File: src/rtl/rau_pkg.sv
// rational arithmetic unit package
// function, error, multiplier and divider codes, controller/datapath structs
`timescale 1ns / 1ps

package rau_pkg;

   localparam logic [2:0] FUNC_ADD  = 3'd0;
   localparam logic [2:0] FUNC_MUL  = 3'd1;
   localparam logic [2:0] FUNC_DIV  = 3'd2;
   localparam logic [2:0] FUNC_LT   = 3'd3;
   localparam logic [2:0] FUNC_LE   = 3'd4;
   localparam logic [2:0] FUNC_GT   = 3'd5;
   localparam logic [2:0] FUNC_GE   = 3'd6;
   localparam logic [2:0] FUNC_NONE = 3'd7;

   localparam logic [1:0] ERR_NONE = 2'd0;
   localparam logic [1:0] ERR_ZDEN = 2'd1;
   localparam logic [1:0] ERR_DIVZ = 2'd2;
   localparam logic [1:0] ERR_OVF  = 2'd3;

   localparam logic [2:0] MUL_AN_BD  = 3'd0;
   localparam logic [2:0] MUL_AD_BN  = 3'd1;
   localparam logic [2:0] MUL_AD_BD  = 3'd2;
   localparam logic [2:0] MUL_AN_BN  = 3'd3;
   localparam logic [2:0] MUL_NLO_SC = 3'd4;
   localparam logic [2:0] MUL_NHI_SC = 3'd5;

   localparam logic [2:0] DIV_GCD = 3'd0;
   localparam logic [2:0] DIV_N   = 3'd1;
   localparam logic [2:0] DIV_D   = 3'd2;
   localparam logic [2:0] DIV_Q   = 3'd3;
   localparam logic [2:0] DIV_MD  = 3'd4;

   localparam int DIVIDEND_W = 96;
   localparam int DIVISOR_W  = 64;

   localparam logic [63:0] FULL_LIMIT = 64'd2147483647;

   typedef struct packed {
      logic       load;
      logic       mul_en;
      logic [2:0] mul_sel;
      logic       comb;
      logic       gcd_init;
      logic       div_start;
      logic [2:0] div_op;
      logic       res_zero;
      logic       res_frac;
      logic       res_cmp;
      logic       res_appr;
      logic [1:0] res_err;
      logic       emit;
   } rau_cmd_type;

   typedef struct packed {
      logic       early;
      logic [1:0] early_err;
      logic       is_cmp;
      logic       n_zero;
      logic       gx_zero;
      logic       fits;
      logic       ovf;
      logic       div_done;
      logic       div_busy;
      logic       approx;
   } rau_status_type;

endpackage

File: src/rtl/rau_ctrl.sv
// controller state machine: sequences multiplies, gcd steps and divisions
// depends on rau_pkg; drives rau_dp through command and status structs
`timescale 1ns / 1ps

module rau_ctrl
   import rau_pkg::*;
(
   input  logic           clock,
   input  logic           reset,
   input  logic           req_valid,
   output logic           req_ready,
   output logic           rsp_valid,
   input  logic           rsp_ready,
   input  rau_status_type status,
   output rau_cmd_type    cmd
);

   localparam logic [3:0] S_IDLE   = 4'd0;
   localparam logic [3:0] S_CLASS  = 4'd1;
   localparam logic [3:0] S_MUL    = 4'd2;
   localparam logic [3:0] S_COMB   = 4'd3;
   localparam logic [3:0] S_CHK0   = 4'd4;
   localparam logic [3:0] S_GCD    = 4'd5;
   localparam logic [3:0] S_GWAIT  = 4'd6;
   localparam logic [3:0] S_NWAIT  = 4'd7;
   localparam logic [3:0] S_DWAIT  = 4'd8;
   localparam logic [3:0] S_CHECK  = 4'd9;
   localparam logic [3:0] S_QWAIT  = 4'd10;
   localparam logic [3:0] S_SCALE  = 4'd11;
   localparam logic [3:0] S_PHI    = 4'd12;
   localparam logic [3:0] S_MDST   = 4'd13;
   localparam logic [3:0] S_MDWAIT = 4'd14;
   localparam logic [3:0] S_FIN    = 4'd15;

   logic [3:0] state_ff, state_in;
   logic [1:0] cnt_ff, cnt_in;
   logic       rsp_valid_ff, rsp_valid_in;
   logic       out_free;

   assign out_free  = !rsp_valid_ff || rsp_ready;
   assign req_ready = state_ff == S_IDLE;
   assign rsp_valid = rsp_valid_ff;

   always_comb begin
      cmd      = '0;
      state_in = state_ff;
      cnt_in   = cnt_ff;
      case (state_ff)
         S_IDLE: begin
            if (req_valid) begin
               cmd.load = 1'b1;
               state_in = S_CLASS;
            end
         end
         S_CLASS: begin
            cnt_in = '0;
            if (status.early) begin
               cmd.res_zero = 1'b1;
               cmd.res_err  = status.early_err;
               state_in     = S_FIN;
            end else begin
               state_in = S_MUL;
            end
         end
         S_MUL: begin
            cmd.mul_en  = 1'b1;
            cmd.mul_sel = {1'b0, cnt_ff};
            cnt_in      = cnt_ff + 1'b1;
            if (cnt_ff == 2'd3) state_in = S_COMB;
         end
         S_COMB: begin
            if (status.is_cmp) begin
               cmd.res_cmp = 1'b1;
               state_in    = S_FIN;
            end else begin
               cmd.comb = 1'b1;
               state_in = S_CHK0;
            end
         end
         S_CHK0: begin
            if (status.n_zero) begin
               cmd.res_zero = 1'b1;
               cmd.res_appr = status.approx;
               cmd.res_err  = ERR_NONE;
               state_in     = S_FIN;
            end else begin
               cmd.gcd_init = 1'b1;
               state_in     = S_GCD;
            end
         end
         S_GCD: begin
            cmd.div_start = 1'b1;
            if (status.gx_zero) begin
               cmd.div_op = DIV_N;
               state_in   = S_NWAIT;
            end else begin
               cmd.div_op = DIV_GCD;
               state_in   = S_GWAIT;
            end
         end
         S_GWAIT: begin
            if (status.div_done) state_in = S_GCD;
         end
         S_NWAIT: begin
            if (status.div_done) begin
               cmd.div_start = 1'b1;
               cmd.div_op    = DIV_D;
               state_in      = S_DWAIT;
            end
         end
         S_DWAIT: begin
            if (status.div_done) state_in = S_CHECK;
         end
         S_CHECK: begin
            if (status.approx || status.fits) begin
               cmd.res_frac = 1'b1;
               state_in     = S_FIN;
            end else begin
               cmd.div_start = 1'b1;
               cmd.div_op    = DIV_Q;
               state_in      = S_QWAIT;
            end
         end
         S_QWAIT: begin
            if (status.div_done) state_in = S_SCALE;
         end
         S_SCALE: begin
            if (status.ovf) begin
               cmd.res_zero = 1'b1;
               cmd.res_appr = 1'b1;
               cmd.res_err  = ERR_OVF;
               state_in     = S_FIN;
            end else begin
               cmd.mul_en  = 1'b1;
               cmd.mul_sel = MUL_NLO_SC;
               state_in    = S_PHI;
            end
         end
         S_PHI: begin
            cmd.mul_en  = 1'b1;
            cmd.mul_sel = MUL_NHI_SC;
            state_in    = S_MDST;
         end
         S_MDST: begin
            cmd.div_start = 1'b1;
            cmd.div_op    = DIV_MD;
            state_in      = S_MDWAIT;
         end
         S_MDWAIT: begin
            if (status.div_done) state_in = S_CHK0;
         end
         S_FIN: begin
            if (out_free) begin
               cmd.emit = 1'b1;
               state_in = S_IDLE;
            end
         end
         default: state_in = S_IDLE;
      endcase
   end

   always_comb begin
      rsp_valid_in = rsp_valid_ff;
      if (cmd.emit)          rsp_valid_in = 1'b1;
      else if (rsp_ready)    rsp_valid_in = 1'b0;
   end

   always_ff @(posedge clock) begin
      if (reset) begin
         state_ff     <= S_IDLE;
         cnt_ff       <= '0;
         rsp_valid_ff <= 1'b0;
      end else begin
         state_ff     <= state_in;
         cnt_ff       <= cnt_in;
         rsp_valid_ff <= rsp_valid_in;
      end
   end

`ifndef ASSERT_OFF
   a_no_restart: assert property (@(posedge clock) disable iff (reset)
      !(cmd.div_start && status.div_busy))
      else $error("divider started while busy");
   a_emit_free: assert property (@(posedge clock) disable iff (reset)
      cmd.emit |-> out_free)
      else $error("result word overwritten before taken");
   a_emit_valid: assert property (@(posedge clock) disable iff (reset)
      cmd.emit |=> rsp_valid_ff)
      else $error("emitted word not presented");
   a_done_waits: assert property (@(posedge clock) disable iff (reset)
      status.div_done |-> (state_ff == S_GWAIT || state_ff == S_NWAIT ||
                           state_ff == S_DWAIT || state_ff == S_QWAIT ||
                           state_ff == S_MDWAIT))
      else $error("divider finished outside a wait state");
`endif

endmodule
File: config.mk
export PLATFORM = sky130hd
export DESIGN_NAME = rau_ctrl
export DESIGN_NICKNAME = d
export VERILOG_FILES = /design/src/rtl/rau_pkg.sv /design/src/rtl/rau_ctrl.sv
export SDC_FILE = /design/constraint.sdc
export NUM_CORES = 1
export LEC_CHECK = 0
export BUFFER_PORTS_ARGS = -buffer_cell sky130_fd_sc_hd__buf_2
export CORE_ASPECT_RATIO = 1.25
export CORE_MARGIN = 8
export CORE_UTILIZATION = 30
export CTS_CLUSTER_DIAMETER = 200
export DETAILED_ROUTE_END_ITERATION = 16
export SYNTH_ARGS = -nofsm -noshare
export SYNTH_HDL_FRONTEND = slang
export SYNTH_SLANG_ARGS = --single-unit
File: constraint.sdc
create_clock -name clock -period 1.75 [get_ports clock]
set_input_delay 0.0875 -clock clock [delete_from_list [all_inputs] [get_ports clock]]
set_output_delay 0.0875 -clock clock [all_outputs]
set_load 0.02 [all_outputs]
==> qor.yml <==
outcome:
  status: "completed"
setup_path:
  startpoint_type: "flip-flop"
  arrival_ps: 1560
  criticalPathCategory: "flip-flop to primary output"
  critical_path.max_stage_delay_ps: 400
  endpoint_kind: "primary output"
  reg2regPathDepth: 5
  critPathRequiredTime_ps: 1660
  crit_start: "state_ff[2]"
  crit-reg2reg-launch: "state_ff[3]"
  crit_slowest_cell: "dfxtp_4"
  crit_fanout: 14
  crit_chain: "buf_4 > nand3b_1 > a211oi_2 > or2_1 > buf_2"
  r2r_slack_ps: 310
global_route:
  antenna_found_initial: 0
  grt_pass1_vias: 1013
  overflow: 0
  grt_max_degree: 21
  track_usage: 0.115
  grt_pass1_wl_um: 4560
cts:
  clk_pin_slew_ps: 60
  htreeDepth: 1
  clockBufferDepth: 2
  numCtsBuffers: 3
  clockRootBuffer: "clkbuf_4"
  cts_tree: "yes"
  clock_latency_ps: 250
  clkSinkCount: 7
timing:
  slew_violations: 0
  relSlewSlack: 0.729
  finalHoldViolCount: 0
  worst_slew_pin_slew_ps: 397
  setup_violations: 0
  final.setup.tns_ps: 0
  final.setup_skew_ps: 3.49
  timing.final.crit_share: 0.942
  fin_crit_ps: 1650
  fmax_ghz: 0.607
  rsz0062_at_grt: "no"
yosys:
  yosysSeqAreaShare: 0.171
  synth_area_um2: 821
  syn_inst: 112
  yosysTopAreaCell: "dfxtp_1"
  synthArstFlopShare: 0
  ys.flop_type: "dfxtp_1"
  ys_ff_latch: 7
  synth_area_per_cell_um2: 7.33
  ys_top_cells_by_area: "dfxtp_1, nor2_1, nand2_1"
  synth_top_cell_area_share: 0.171
  ys_types: 44
  yosysWarnings: 0
  syn-num-nets: 128
  synth-edff-count: 0
power_and_ir_drop:
  powerDensity_nw_per_um2: 1540
  peakVddDrop_v: 0.000785
  p_leak_uw: 0.000532
placement:
  portBuffers: 33
  dp_hpwl_um: 2040
  gp_congestion: 0.828
finish:
  layout.nets: 165
  utilization: 0.411
  final_common_cell: "buf_2"
  drive_gt1_frac: 0.385
  diodes: 0
  final_cell_mix: "buf_2, nor2_1, nand2_1, buf_4"
  area_growth_pct: 32.8
route:
  wl_um: 2650
  final_antenna_net_count: 0
  avgViaCountPerCell: 5.49
  via_count: 999
  drc: 0
  drtIter0Drc: 32
  post_drt_wl_per_cell_um: 14.6
  drtPass1Iterations: 4
die:
  dieHeight_um: 74.5
  pin_count: 35
  row_count: 21
  fp.coreArea_um2: 2650
  die_area_um2: 4680
  start_util: 0.309
  die_x_um: 62.8
worst_hold_path:
  hold_class: "input port to flip-flop"
  whs_path_depth: 2
  hp-start: "reset"
flow_run:
  max_cap_violations: 0
[stage by stage]
step / cell area, um2 / cells / hold slack [ps] / setup WS, ps / total power, uW
3_5_place_dp: 1040 / 178 / 353 / 173 / 1490
4_1_cts: 1080 / 182 / 91.7 / 35.9 / 1650
5_1_grt: 1090 / 182 / 78.5 / 5.38 / 1810
3_3_place_gp: 1040 / 178 / 351 / 170 / 1470
2_1_floorplan: 821 / 112 / 154 / 155 / 1170
6_report: 1090 / 182 / 86.4 / 102 / 1680
[layer usage]
layer,global-route usage,up-vias,share of wire
li1,-,493,-
met1,0.131,461,0.45
met2,0.196,39,0.46
met3,0.0331,6,0.066
met4,0.0558,0,0.021
met5,0,-,0
[worst max-delay path, delay by kind of cell (launching register included)]
family | cells | cell delay, ps
AOI/OAI and AO/OA | 1 | 280
and+or+nand+nor | 2 | 300
DFF | 1 | 400
buffers and inverters | 2 | 330
[registers in the layout (all words and copies together) (netlist names)]
signal and count:
rsp_valid 1, state_ff 4, cnt_ff 2
[what timing repair did]
item,4_1_cts,5_1_grt
hold buffers,0,0
hold endpoints to repair,0,0
gates resized for setup,3,5
buffers inserted,0,0
endpoints found under the setup margin,7,7
gates cloned,0,0
[cell type report]
type | count | area, um2
repair buffers | 41 | 238
inverters | 6 | 22.5
clock buffers | 4 | 26.3
well taps | 34 | 42.5
flip-flops and latches | 7 | 145
multi-input cells | 90 | 616
fillers | 274 | 1560
[power breakdown]
part	leakage [uW]	internal (uW)	switching, uW
Combinational	0.000458	522	698
Clock	0.0000150	87.0	60.0
Sequential	0.0000583	218	94.5
[synth_stat cells, types with 3 or more instances]
| cell type | n |
|---|---|
| nor2b_1 | 5 |
| buf_4 | 3 |
| inv_1 | 5 |
| nor2_1 | 15 |
| o21ai_0 | 3 |
| buf_2 | 4 |
| mux2i_1 | 3 |
| nor3_1 | 4 |
| a41o_1 | 3 |
| dfxtp_1 | 7 |
| a21oi_1 | 5 |
| nand3b_1 | 4 |
| a32oi_1 | 3 |
| nand2_1 | 9 |
[worst paths after layout]
| path | endpoint |
|---|---|
| setup / recovery | cmd[6] |
| hold / removal | state_ff[1] |
| setup reg to reg | state_ff[3] |
| hold reg to reg | cnt_ff[1] |
[kinds of logic (layout without fill, tap and decap cells)]
kind of cell,after synthesis,count (layout),synth area share
mux,4,4,0.0549
buf+inv,15,51,0.0976
fa+ha+maj,1,1,0.0152
simple gates,51,51,0.328
compound gates,34,34,0.334
flops,7,7,0.171
Power figures use the tool's default switching activity.
